<file path="config.mk">
export PLATFORM = sky130hd
export DESIGN_NAME = mhf_blob
export DESIGN_NICKNAME = d
export VERILOG_FILES = /design/src/rtl/core/mhf_pkg.sv /design/src/rtl/core/mhf_sqrt.sv /design/src/rtl/core/mhf_div.sv /design/src/rtl/core/mhf_blob.sv
export SDC_FILE = /design/constraint.sdc
export NUM_CORES = 2
export LEC_CHECK = 0
export ABC_AREA = 1
export BUFFER_PORTS_ARGS = -buffer_cell sky130_fd_sc_hd__buf_2
export CORE_MARGIN = 1
export CORE_UTILIZATION = 30
export CTS_CLUSTER_DIAMETER = 50
export DETAILED_ROUTE_END_ITERATION = 8
export HOLD_SLACK_MARGIN = 0.1
export PLACE_DENSITY_LB_ADDON = 0.15
export SLEW_MARGIN = 20
export SYNTH_ARGS = -nofsm -noshare
export SYNTH_HDL_FRONTEND = slang
export SYNTH_HIERARCHICAL = 1
export SYNTH_SLANG_ARGS = --single-unit
</file>
<file path="constraint.sdc">
create_clock -name clk_i -period 14.8 [get_ports clk_i]
set_input_delay 3.7 -clock clk_i [delete_from_list [all_inputs] [get_ports clk_i]]
set_output_delay 3.7 -clock clk_i [all_outputs]
set_load 0.01 [all_outputs]
</file>
<file path="src/rtl/core/mhf_pkg.sv">
// Shared widths, latencies, register indexes and types of the metaball heat field shader.
// Depends on nothing; every other file of the block refers to it by scoped names.
package mhf_pkg;

  // Field widths.
  localparam int COORD_W    = 10;
  localparam int RAD_W      = 9;
  localparam int LEVEL_W    = 8;
  localparam int MAX_BLOBS  = 2;

  // Distance has 8 fraction bits, so the radicand carries 16.
  localparam int D_FRAC     = 8;
  localparam int SQ_W       = 2 * COORD_W + 1;
  localparam int RR_W       = 2 * RAD_W;
  localparam int RT_IN_W    = ((SQ_W + 2 * D_FRAC + 1) / 2) * 2;
  localparam int RT_OUT_W   = RT_IN_W / 2;
  localparam int RQ8_W      = RAD_W + D_FRAC;
  localparam int NUM_W      = RQ8_W + D_FRAC;
  localparam int HEAT_W     = 2 * D_FRAC + 1;
  localparam int SUM_W      = HEAT_W + 1;

  localparam int SCALE_W    = 8;
  localparam logic [SCALE_W-1:0] LEVEL_SCALE = 8'd170;
  localparam logic [LEVEL_W-1:0] LEVEL_MAX   = 8'd255;
  localparam int PROD_W     = SUM_W + SCALE_W;
  localparam int HEAT_FRAC  = 2 * D_FRAC;

  // Three front stages, one per root bit, one preparation stage, one per quotient bit.
  localparam int LANE_LAT   = 3 + RT_OUT_W + 1 + HEAT_W;
  // Sum stage and level stage follow the lanes.
  localparam int PIPE_LAT   = LANE_LAT + 2;

  // Configuration port.
  localparam int CFG_IDX_W  = 3;
  localparam int CFG_DATA_W = 10;
  localparam logic [CFG_IDX_W-1:0] CFG_B0_CX = 3'd0;
  localparam logic [CFG_IDX_W-1:0] CFG_B0_CY = 3'd1;
  localparam logic [CFG_IDX_W-1:0] CFG_B0_R  = 3'd2;
  localparam logic [CFG_IDX_W-1:0] CFG_B1_CX = 3'd3;
  localparam logic [CFG_IDX_W-1:0] CFG_B1_CY = 3'd4;
  localparam logic [CFG_IDX_W-1:0] CFG_B1_R  = 3'd5;

  // Register reset values.
  localparam logic [COORD_W-1:0] RST_B0_CX = 10'd300;
  localparam logic [COORD_W-1:0] RST_B0_CY = 10'd200;
  localparam logic [RAD_W-1:0]   RST_B0_R  = 9'd100;
  localparam logic [COORD_W-1:0] RST_B1_CX = 10'd400;
  localparam logic [COORD_W-1:0] RST_B1_CY = 10'd230;
  localparam logic [RAD_W-1:0]   RST_B1_R  = 9'd75;

  // Parameter defaults.
  localparam int DEF_NUM_BLOBS = 2;
  localparam int DEF_WIDTH     = 1024;
  localparam int DEF_HEIGHT    = 1024;

  typedef struct packed {
    logic [COORD_W-1:0] cx;
    logic [COORD_W-1:0] cy;
    logic [RAD_W-1:0]   r;
  } blob_cfg_t;

endpackage

</file>
<file path="src/rtl/core/mhf_sqrt.sv">
// Pipelined integer square root, one root bit per register stage.
// Depends on mhf_pkg for its default width.
module mhf_sqrt #(
  parameter int IN_W = mhf_pkg::RT_IN_W
) (
  input  logic              clk_i,
  input  logic              en_i,
  input  logic [IN_W-1:0]   rad_i,
  output logic [IN_W/2-1:0] root_o
);

  localparam int OUT_W = IN_W / 2;
  localparam int REM_W = OUT_W + 2;

  logic [IN_W-1:0]  v_q    [OUT_W-1];
  logic [REM_W-1:0] rem_q  [OUT_W-1];
  logic [OUT_W-1:0] root_q [OUT_W];

  for (genvar k = 0; k < OUT_W; k++) begin : g_stage
    logic [IN_W-1:0]  src;
    logic [REM_W-1:0] rem_src;
    logic [OUT_W-1:0] root_src;
    logic [REM_W+1:0] trial;
    logic [REM_W+1:0] tsub;
    logic             ge;

    if (k == 0) begin : g_first
      assign src      = rad_i;
      assign rem_src  = '0;
      assign root_src = '0;
    end else begin : g_next
      assign src      = v_q[k-1];
      assign rem_src  = rem_q[k-1];
      assign root_src = root_q[k-1];
    end

    // Bring down the next pair of radicand bits and try root*4+1.
    assign trial = {rem_src, src[IN_W-1 -: 2]};
    assign tsub  = {2'b00, root_src, 2'b01};
    assign ge    = (trial >= tsub);

    always_ff @(posedge clk_i) begin
      if (en_i) begin
        root_q[k] <= {root_src[OUT_W-2:0], ge};
      end
    end

    if (k < OUT_W - 1) begin : g_carry
      always_ff @(posedge clk_i) begin
        if (en_i) begin
          v_q[k]   <= src << 2;
          rem_q[k] <= ge ? REM_W'(trial - tsub) : REM_W'(trial);
        end
      end
    end
  end

  assign root_o = root_q[OUT_W-1];

endmodule

</file>
<file path="src/rtl/core/mhf_div.sv">
// Pipelined restoring divider, one quotient bit per register stage.
// Depends on mhf_pkg for its default widths; the quotient must fit in Q_W bits.
module mhf_div #(
  parameter int NUM_W = mhf_pkg::NUM_W,
  parameter int D_W   = mhf_pkg::RAD_W,
  parameter int Q_W   = mhf_pkg::HEAT_W
) (
  input  logic             clk_i,
  input  logic             en_i,
  input  logic [NUM_W-1:0] num_i,
  input  logic [D_W-1:0]   den_i,
  output logic [Q_W-1:0]   quo_o
);

  logic [Q_W-1:0] n_q   [Q_W-1];
  logic [D_W-1:0] rem_q [Q_W-1];
  logic [Q_W-1:0] quo_q [Q_W];

  for (genvar k = 0; k < Q_W; k++) begin : g_stage
    logic [Q_W-1:0] bsrc;
    logic [D_W-1:0] rem_src;
    logic [Q_W-1:0] quo_src;
    logic [D_W:0]   trial;
    logic           ge;

    if (k == 0) begin : g_first
      // The upper numerator bits are known to stay below the divisor.
      assign bsrc    = num_i[Q_W-1:0];
      assign rem_src = D_W'(num_i[NUM_W-1:Q_W]);
      assign quo_src = '0;
    end else begin : g_next
      assign bsrc    = n_q[k-1];
      assign rem_src = rem_q[k-1];
      assign quo_src = quo_q[k-1];
    end

    assign trial = {rem_src, bsrc[Q_W-1]};
    assign ge    = (trial >= {1'b0, den_i});

    always_ff @(posedge clk_i) begin
      if (en_i) begin
        quo_q[k] <= {quo_src[Q_W-2:0], ge};
      end
    end

    if (k < Q_W - 1) begin : g_carry
      always_ff @(posedge clk_i) begin
        if (en_i) begin
          n_q[k]   <= bsrc << 1;
          rem_q[k] <= ge ? D_W'(trial - {1'b0, den_i}) : D_W'(trial);
        end
      end
    end
  end

  assign quo_o = quo_q[Q_W-1];

endmodule

</file>
<file path="src/rtl/core/mhf_blob.sv">
// One blob lane: distance squared, square root, falloff division into a heat value.
// Depends on mhf_pkg, mhf_sqrt and mhf_div.
module mhf_blob (
  input  logic                         clk_i,
  input  logic                         en_i,
  input  logic [mhf_pkg::COORD_W-1:0]  px_i,
  input  logic [mhf_pkg::COORD_W-1:0]  py_i,
  input  mhf_pkg::blob_cfg_t           cfg_i,
  output logic [mhf_pkg::HEAT_W-1:0]   heat_o
);

  localparam int CW    = mhf_pkg::COORD_W;
  localparam int CH_W  = mhf_pkg::RT_OUT_W + 1 + mhf_pkg::HEAT_W;

  logic [CW-1:0]                dx_q, dy_q;
  logic                         nz_q, nz2_q;
  logic [2*CW-1:0]              dx2_q, dy2_q;
  logic [mhf_pkg::RR_W-1:0]     rr_q;
  logic [mhf_pkg::SQ_W-1:0]     sq_q;
  logic                         in_q;
  logic [CH_W-1:0]              in_sr_q;
  logic [mhf_pkg::RT_OUT_W-1:0] root;
  logic [mhf_pkg::RQ8_W-1:0]    rq8;
  logic [mhf_pkg::RQ8_W-1:0]    dcl;
  logic [mhf_pkg::NUM_W-1:0]    num_d, num_q;
  logic [mhf_pkg::HEAT_W-1:0]   quo;

  always_ff @(posedge clk_i) begin
    if (en_i) begin
      dx_q  <= (px_i >= cfg_i.cx) ? px_i - cfg_i.cx : cfg_i.cx - px_i;
      dy_q  <= (py_i >= cfg_i.cy) ? py_i - cfg_i.cy : cfg_i.cy - py_i;
      nz_q  <= (cfg_i.r != '0);
      dx2_q <= dx_q * dx_q;
      dy2_q <= dy_q * dy_q;
      rr_q  <= cfg_i.r * cfg_i.r;
      nz2_q <= nz_q;
      sq_q  <= mhf_pkg::SQ_W'(dx2_q) + mhf_pkg::SQ_W'(dy2_q);
      in_q  <= nz2_q && ((mhf_pkg::SQ_W'(dx2_q) + mhf_pkg::SQ_W'(dy2_q))
                         <= mhf_pkg::SQ_W'(rr_q));
      in_sr_q <= {in_sr_q[CH_W-2:0], in_q};
    end
  end

  mhf_sqrt #(
    .IN_W (mhf_pkg::RT_IN_W)
  ) u_sqrt (
    .clk_i  (clk_i),
    .en_i   (en_i),
    .rad_i  (mhf_pkg::RT_IN_W'({sq_q, {(2 * mhf_pkg::D_FRAC){1'b0}}})),
    .root_o (root)
  );

  // Falloff numerator (r - d) in 16 fraction bits; zero outside the blob.
  always_comb begin
    rq8 = {cfg_i.r, {mhf_pkg::D_FRAC{1'b0}}};
    dcl = (root > mhf_pkg::RT_OUT_W'(rq8)) ? rq8 : mhf_pkg::RQ8_W'(root);
    num_d = in_sr_q[mhf_pkg::RT_OUT_W-1]
          ? {rq8 - dcl, {mhf_pkg::D_FRAC{1'b0}}} : '0;
  end

  always_ff @(posedge clk_i) begin
    if (en_i) begin
      num_q <= num_d;
    end
  end

  mhf_div #(
    .NUM_W (mhf_pkg::NUM_W),
    .D_W   (mhf_pkg::RAD_W),
    .Q_W   (mhf_pkg::HEAT_W)
  ) u_div (
    .clk_i (clk_i),
    .en_i  (en_i),
    .num_i (num_q),
    .den_i (cfg_i.r),
    .quo_o (quo)
  );

  // A zero radius would make the divider saturate, so the inside flag masks it.
  assign heat_o = in_sr_q[CH_W-1] ? quo : '0;

endmodule

</file>
; ---- Word level (Yosys, flattened, before mapping)
; Memory sizes are Yosys's and may differ from the RTL's.
; Cells that the tools add are included.
[op_classes]
n_addsub = 40
n_mul = 3
magnitude_cmp = 40
mux = 40
n_reduce_logical = 2
[ops]
columns = cell, n
row1 = $ge 23x21->1, 18
row2 = $mux 21, 18
row3 = $sub 21x21->21, 17
row4 = $ge 10x9->1, 16
row5 = $mux 9, 16
row6 = $sub 9x9->9, 16
row7 = $mul 10x10->20, 2
row8 = $sub 10x10->10, 4
row9 = $mux 17, 2
row10 = $add 20x20->21, 1
row11 = $le 21x18->1, 1
row12 = $ge 10x10->1, 2
row13 = $mux 10, 2
row14 = $gt 19x17->1, 1
row15 = $mul 9x9->18, 1
row16 = $sub 17x17->17, 1
row17 = $ge 9x9->1, 1
row18 = $reduce_bool 9->1, 1
row19 = $mux 1, 2
row20 = $sub 1x1->2 const B, 1
row21 = $ge 1x1->1 const B, 1
row22 = $logic_and 1x1->1, 1
[word_totals]
register_bits = 164
ram_bits = 2076
word_cells = 143
mem_count = 6
[mem_list]
columns = name, words, word_bits, rd, rd_clocked_by_memory_dff, write_ports, line
row1 = u_sqrt.v_q, 18, 36, 18, 0, 18, mhf_sqrt.sv:15  ; logic [IN_W-1:0] v_q [OUT_W-1];
row2 = u_sqrt.rem_q, 18, 21, 18, 0, 18, mhf_sqrt.sv:16  ; logic [REM_W-1:0] rem_q [OUT_W-1];
row3 = u_sqrt.root_q, 19, 19, 19, 0, 19, mhf_sqrt.sv:17  ; logic [OUT_W-1:0] root_q [OUT_W];
row4 = u_div.quo_q, 17, 17, 17, 0, 17, mhf_div.sv:17  ; logic [Q_W-1:0] quo_q [Q_W];
row5 = u_div.n_q, 16, 16, 16, 0, 16, mhf_div.sv:15  ; logic [Q_W-1:0] n_q [Q_W-1];
row6 = u_div.rem_q, 16, 9, 16, 0, 16, mhf_div.sv:16  ; logic [D_W-1:0] rem_q [Q_W-1];

; ---- Longest topological paths before layout
; An unclocked memory read counts as a cell.
[logic_depth]
ltp_word = 4
mapped_depth = 24
mapped_depth_nobuf = 24

; ---- Hierarchy
; Netlist, hierarchy kept.
[by_module_without_submodules]
columns = mod, n_inst, cells_per_inst, area_each_um2, seq_area_each_um2
row1 = mhf_sqrt, 1, 5054, 47085.2, 26545.5
row2 = mhf_div, 1, 2350, 23055.9, 13002.5
row3 = mhf_blob, 1, 1968, 16862.4, 4594.4

; ---- Worst setup path after synthesis
; Ideal clock, no wire load.
[synth_timing]
kind = input -> register
startpoint = in cfg_i[6] (netlist name)
endpoint = reg rr_q[14] (netlist name), data pin
arrival_ns = 7.459
setup_slack_ns = 7.082
stages = 18
n_path_buf = 1
path_cell_list = clkbuf_1 -> nand2_1 -> fa_1 -> inv_1 -> fa_1 -> inv_1 -> fa_1 -> fa_1 -> inv_1 -> ha_1 -> a21oi_1 -> o21ai_1 -> a21oi_1 -> o21ai_2 -> a21oi_1 -> o21ai_0 -> nand2_1 -> nand2_1
[synth_between]
elab_chain_cells = 1
[synth_rtl]
columns = item, line
row1 = from (decl), mhf_blob.sv:8  ; input mhf_pkg::blob_cfg_t cfg_i,
row2 = $mul 9x9->18, mhf_blob.sv:35  ; rr_q <= cfg_i.r * cfg_i.r;
row3 = to (signal assigned), mhf_blob.sv:35
row4 = to (decl), mhf_blob.sv:18  ; logic [mhf_pkg::RR_W-1:0] rr_q;
; Every way passes these cells.
; A chain may end at the register's enable or synchronous reset.

; ---- Final worst setup path
[layout_timing]
startpoint = in cfg_i[0] (netlist name)
endpoint = reg rr_q[14] (netlist name), data pin
; The elaborated chain is that of the path after synthesis.

==> impl_metrics.prom <==
# TYPE chip_impl_metric gauge
chip_impl_metric{name="port-buffer-count",unit=""} 67
chip_impl_metric{name="synthAdderAreaFrac",unit="%"} 11.87
chip_impl_metric{name="dr.pass1.iters",unit=""} 6
chip_impl_metric{name="cts.repair_timing.setup_buffer_count",unit=""} 0
chip_impl_metric{name="p_leak",unit="nW"} 45.56
chip_impl_metric{name="final.period_utilization",unit="%"} 48.68
chip_impl_metric{name="grt_start_max_net_pins",unit=""} 178
chip_impl_metric{name="hpwl",unit="um"} 154400
chip_impl_metric{name="syn-mean-instance-area",unit="sq um"} 9.283
chip_impl_metric{name="routed_via_count_divided_by_cell_count",unit=""} 4.485
chip_impl_metric{name="floorplan.core_area",unit="sq um"} 288100
chip_impl_metric{name="yosysSeqAreaShare",unit="%"} 50.74
chip_impl_metric{name="synth_simple_gate_area_share",unit="%"} 21.97
chip_impl_info{name="tritoncts",value="built"} 1
chip_impl_metric{name="layout_cells_sized_above_1",unit="%"} 7.560
chip_impl_metric{name="post_synthesis_share_of_cell_area_spent_on_xor_and_xnor_gates",unit="%"} 3.060
chip_impl_metric{name="antenna_violations_before_repair",unit=""} 7
chip_impl_metric{name="clk_slew_on_worst_s_h_paths",unit="ns"} 0.06
chip_impl_metric{name="vias",unit=""} 60930
chip_impl_info{name="ctsRootBufferMaster",value="sky130_fd_sc_hd__clkbuf_16"} 1
chip_impl_metric{name="ys_types",unit=""} 69
chip_impl_metric{name="syn-cell-area",unit="sq um"} 87000
chip_impl_metric{name="crit_arrival",unit="ns"} 7.88
chip_impl_metric{name="route.antenna.remaining_nets",unit=""} 0
chip_impl_info{name="worstReg2RegStart",value="dx_q[0]$_DFFE_PP_"} 1
chip_impl_metric{name="holdWs",unit="ns"} 0.3379
chip_impl_metric{name="totalNegativeSetupSlack",unit="ns"} 0
chip_impl_metric{name="cts-root-to-sink-buffers",unit=""} 4
chip_impl_info{name="r2r_end",value="dx2_q[13]$_DFFE_PP_"} 1
chip_impl_metric{name="die_h",unit="um"} 540.5
chip_impl_metric{name="power-per-cell-area",unit="nW/um^2"} 186.7
chip_impl_info{name="rsz_0062_raised_after_global_routing",value="no"} 1
chip_impl_metric{name="finalClockSkew",unit="ns"} 0.1022
chip_impl_info{name="status",value="finished, final reports clean"} 1
chip_impl_info{name="path_class",value="in -> reg"} 1
chip_impl_info{name="worstSetupEndpoint",value="rr_q[14]$_DFFE_PP_"} 1
chip_impl_metric{name="area.growth.synth_to_final",unit="%"} 14.15
chip_impl_metric{name="insertion_delay",unit="ns"} 0.92
chip_impl_metric{name="post_cts_hold_buffer_count",unit=""} 0
chip_impl_info{name="synthFlopType",value="sky130_fd_sc_hd__edfxtp_1"} 1
chip_impl_metric{name="finalHoldViolations",unit=""} 0
chip_impl_metric{name="total_clock_sinks",unit=""} 1470
chip_impl_info{name="synth_top_family_by_area",value="simple AND/OR/NAND/NOR gates"} 1
chip_impl_metric{name="drcViolationCount",unit=""} 0
chip_impl_metric{name="asyncSetResetFlopFracSynth",unit="%"} 0
chip_impl_metric{name="timing.final.crit_period",unit="ns"} 7.205
chip_impl_metric{name="clock.fmax",unit="MHz"} 138.8
chip_impl_metric{name="synth-compound-area-share",unit="%"} 4.521
chip_impl_metric{name="overflow",unit=""} 0
chip_impl_metric{name="r2r_slack",unit="ns"} 9.26
chip_impl_metric{name="timing.max_slew.rel_slack",unit="%"} 27.61
chip_impl_metric{name="finalWirelength",unit="um"} 208800
chip_impl_info{name="timing.critical_path.to_type",value="flip-flop"} 1
chip_impl_metric{name="drv_slew",unit=""} 0
chip_impl_metric{name="synth_enable_flop_cells",unit=""} 1470
chip_impl_metric{name="wp_data_required",unit="ns"} 15.48
chip_impl_metric{name="std_cell_rows",unit=""} 197
chip_impl_metric{name="ctsHtreeMaxLevel",unit=""} 4
chip_impl_info{name="hp-class",value="reg -> reg"} 1
chip_impl_info{name="worstSetupStartpoint",value="cfg_i[0]"} 1
chip_impl_metric{name="ys_warn_count",unit=""} 6
chip_impl_metric{name="crit_fanout",unit=""} 15
chip_impl_metric{name="number_of_nets_in_the_final_layout",unit=""} 10400
chip_impl_metric{name="die_w",unit="um"} 540.5
chip_impl_metric{name="wl_per_cell",unit="um"} 15.37
chip_impl_metric{name="r2r.worst_path.cells",unit=""} 17
chip_impl_metric{name="synth-seq-cells",unit=""} 1470
chip_impl_metric{name="synthesis.instances",unit=""} 9372
chip_impl_metric{name="power.ir.vdd_worst",unit="V"} 0.0002449
chip_impl_metric{name="numCtsBuffers",unit=""} 226
chip_impl_metric{name="initial_core_utilization",unit="%"} 30.19
chip_impl_metric{name="finalSetupViolations",unit=""} 0
chip_impl_metric{name="post_cts_resize_count",unit=""} 0
chip_impl_metric{name="synthMuxAreaShare",unit="%"} 0
chip_impl_metric{name="dr.first_iter.drc_count",unit=""} 3982
chip_impl_metric{name="final_weighted_congestion_in_routability_driven_placement",unit=""} 0.8568
chip_impl_metric{name="first_global_vias",unit=""} 60520
chip_impl_metric{name="drv_cap",unit=""} 0
chip_impl_metric{name="worstMarginPinSlew",unit="ns"} 1.086
chip_impl_info{name="critical_path.startpoint_type",value="input port"} 1
chip_impl_metric{name="floorplan.die_area",unit="sq um"} 292200
chip_impl_metric{name="first_pass_grt_wire_length",unit="um"} 334600
chip_impl_metric{name="pin_count",unit=""} 68
chip_impl_metric{name="gr-usage-all-layers",unit="%"} 14.23
[critical path, stage by stage]
cell,delay [ns]
sky130_fd_sc_hd__buf_2,0.38
sky130_fd_sc_hd__nand2_1,0.18
sky130_fd_sc_hd__fa_1,0.52
sky130_fd_sc_hd__inv_1,0.05
sky130_fd_sc_hd__fa_1,0.50
sky130_fd_sc_hd__inv_1,0.05
sky130_fd_sc_hd__fa_1,0.46
sky130_fd_sc_hd__fa_1,0.56
sky130_fd_sc_hd__inv_1,0.05
sky130_fd_sc_hd__ha_1,0.35
sky130_fd_sc_hd__a21oi_1,0.16
sky130_fd_sc_hd__o21ai_1,0.13
sky130_fd_sc_hd__a21oi_1,0.25
sky130_fd_sc_hd__o21ai_2,0.10
sky130_fd_sc_hd__a21oi_1,0.17
sky130_fd_sc_hd__o21ai_0,0.10
sky130_fd_sc_hd__nand2_1,0.07
sky130_fd_sc_hd__nand2_1,0.05
[cell type report]
cell class	instances	area, sq um
fill	29260	188800
sequential	1470	44140
multi-input combinational	6211	36160
inverter	1618	6091
clock buffer	244	5744
tap	3781	4731
clock inverter	172	1882
timing repair buffer	86	555.5
antenna	3	7.507
[through the flow]
stage / cells / setup WS, ns / area (sq um) / utilization, % / total power [mW]
floorplan: 9398 / 7.082 / 87100 / - / 11.38
global placement: 13170 / 6.580 / 91670 / 31.81 / 13.36
detailed placement: 13170 / 6.654 / 91670 / 31.81 / 13.37
CTS: 13580 / 7.683 / 99300 / 34.46 / 18.88
global route: 13580 / 7.376 / 99310 / 34.46 / 20.14
finish: 13590 / 7.595 / 99310 / 34.47 / 18.54
[cell usage after synthesis (all sizes together), types with 2 or more instances]
cell type     n  area (sq um)
conb          2         7.510
nand4       113         757.0
buf          55         544.3
clkbuf       44         177.7
nand3b       74         559.3
a21boi        7         56.31
nor4         10         77.57
a211oi        4         30.03
ha          584          7307
and2         12         75.07
nand3       626          3273
a21oi       377          2014
nor3         75         416.7
o21ai       227          1230
nand2      2914         11350
edfxtp     1470         44140
o211ai        4         30.03
a221oi        5         56.31
inv        1618          6091
fa          151          3023
o21bai       23         176.4
o21a          2         15.01
o31ai         6         58.81
o2111ai       6         52.55
nor2        612          2482
xor2        203          1778
a31oi         6         37.54
or2          16         100.1
o221ai        3         26.28
xnor2       101         884.6
and3          2         12.51
a21o         15         112.6
[cells in the final DEF, fill, tap and decap left out, types with 17 or more instances in the layout]
| master | synthesis | routed |
|---|---|---|
| sky130_fd_sc_hd__nand2_1 | 2824 | 2824 |
| sky130_fd_sc_hd__inv_1 | 1595 | 1588 |
| sky130_fd_sc_hd__edfxtp_1 | 1470 | 1470 |
| sky130_fd_sc_hd__nand3_1 | 607 | 607 |
| sky130_fd_sc_hd__ha_1 | 584 | 584 |
| sky130_fd_sc_hd__nor2_1 | 567 | 567 |
| sky130_fd_sc_hd__a21oi_1 | 347 | 346 |
| sky130_fd_sc_hd__clkbuf_16 | 0 | 227 |
| sky130_fd_sc_hd__xor2_1 | 203 | 203 |
| sky130_fd_sc_hd__fa_1 | 151 | 151 |
| sky130_fd_sc_hd__o21ai_0 | 150 | 150 |
| sky130_fd_sc_hd__nand4_1 | 105 | 105 |
| sky130_fd_sc_hd__xnor2_1 | 101 | 101 |
| sky130_fd_sc_hd__nand3b_1 | 73 | 73 |
| sky130_fd_sc_hd__nor3_1 | 68 | 68 |
| sky130_fd_sc_hd__nand2_2 | 66 | 66 |
| sky130_fd_sc_hd__buf_2 | 7 | 66 |
| sky130_fd_sc_hd__o21ai_1 | 52 | 52 |
| sky130_fd_sc_hd__clkinv_2 | 0 | 38 |
| sky130_fd_sc_hd__inv_6 | 1 | 35 |
| sky130_fd_sc_hd__nor2_2 | 34 | 34 |
| sky130_fd_sc_hd__a21oi_2 | 28 | 28 |
| sky130_fd_sc_hd__conb_1 | 2 | 28 |
| sky130_fd_sc_hd__o21ai_2 | 25 | 25 |
| sky130_fd_sc_hd__o21bai_1 | 22 | 22 |
| sky130_fd_sc_hd__inv_2 | 17 | 21 |
| sky130_fd_sc_hd__clkinvlp_4 | 0 | 21 |
| sky130_fd_sc_hd__clkinv_4 | 0 | 20 |
| sky130_fd_sc_hd__bufinv_16 | 0 | 20 |
| sky130_fd_sc_hd__clkinv_1 | 0 | 19 |
| sky130_fd_sc_hd__clkbuf_1 | 34 | 17 |
[power breakdown]
group	total, mW	internal, mW	switching [mW]	leakage (nW)
clock	5.30	3.21	2.09	3.69
sequential	6.12	5.67	0.445	14.2
combinational	7.12	2.58	4.54	27.7
total	18.5	11.5	7.07	45.6
[state kept, by name, indices dropped and copies added, names as in the netlist]
name           cells
rr_q              17
in_q               1
u_div/n_q        136
dx2_q             19
num_q             17
u_div/rem_q      144
sq_q              21
nz2_q              1
dy2_q             19
u_sqrt/root_q    190
u_sqrt/v_q       342
dx_q              10
dy_q              10
u_div/quo_q      153
nz_q               1
u_sqrt/rem_q     352
in_sr_q           37
[layer usage]
layer	global-route usage, %	wire length, um
met3	1.872	7267
met2	22.84	93580
met5	0	7
met4	4.082	5787
met1	19.93	102100
[worst min-delay path by stage]
stage	slack, ns	from	cells past startpoint	end
after floorplan	0.40	in_q$_DFFE_PP_	0	in_sr_q[0]$_DFFE_PP_
after global placement	0.40	u_div/n_q[0][65]$_DFFE_PP_	0	u_div/n_q[0][81]$_DFFE_PP_
after detailed placement	0.40	num_q[14]$_SDFFCE_PN0P_	0	u_div/n_q[0][14]$_DFFE_PP_
after CTS	0.32	u_sqrt/v_q[3][10]$_DFFE_PP_	0	u_sqrt/v_q[4][12]$_DFFE_PP_
after global routing	0.34	u_sqrt/v_q[3][10]$_DFFE_PP_	0	u_sqrt/v_q[4][12]$_DFFE_PP_
final	0.34	u_sqrt/v_q[3][10]$_DFFE_PP_	0	u_sqrt/v_q[4][12]$_DFFE_PP_
[kinds of logic after synthesis]
| group | count (synthesis) |
|---|---|
| xor gates and xnor gates | 304 |
| adders and majority gates | 735 |
| DFF | 1470 |
| and+or+nand+nor | 4455 |
| buffers and inverters | 1717 |
| AOI/OAI and AO/OA | 689 |
| other | 2 |
Power figures use the tool's default switching activity.
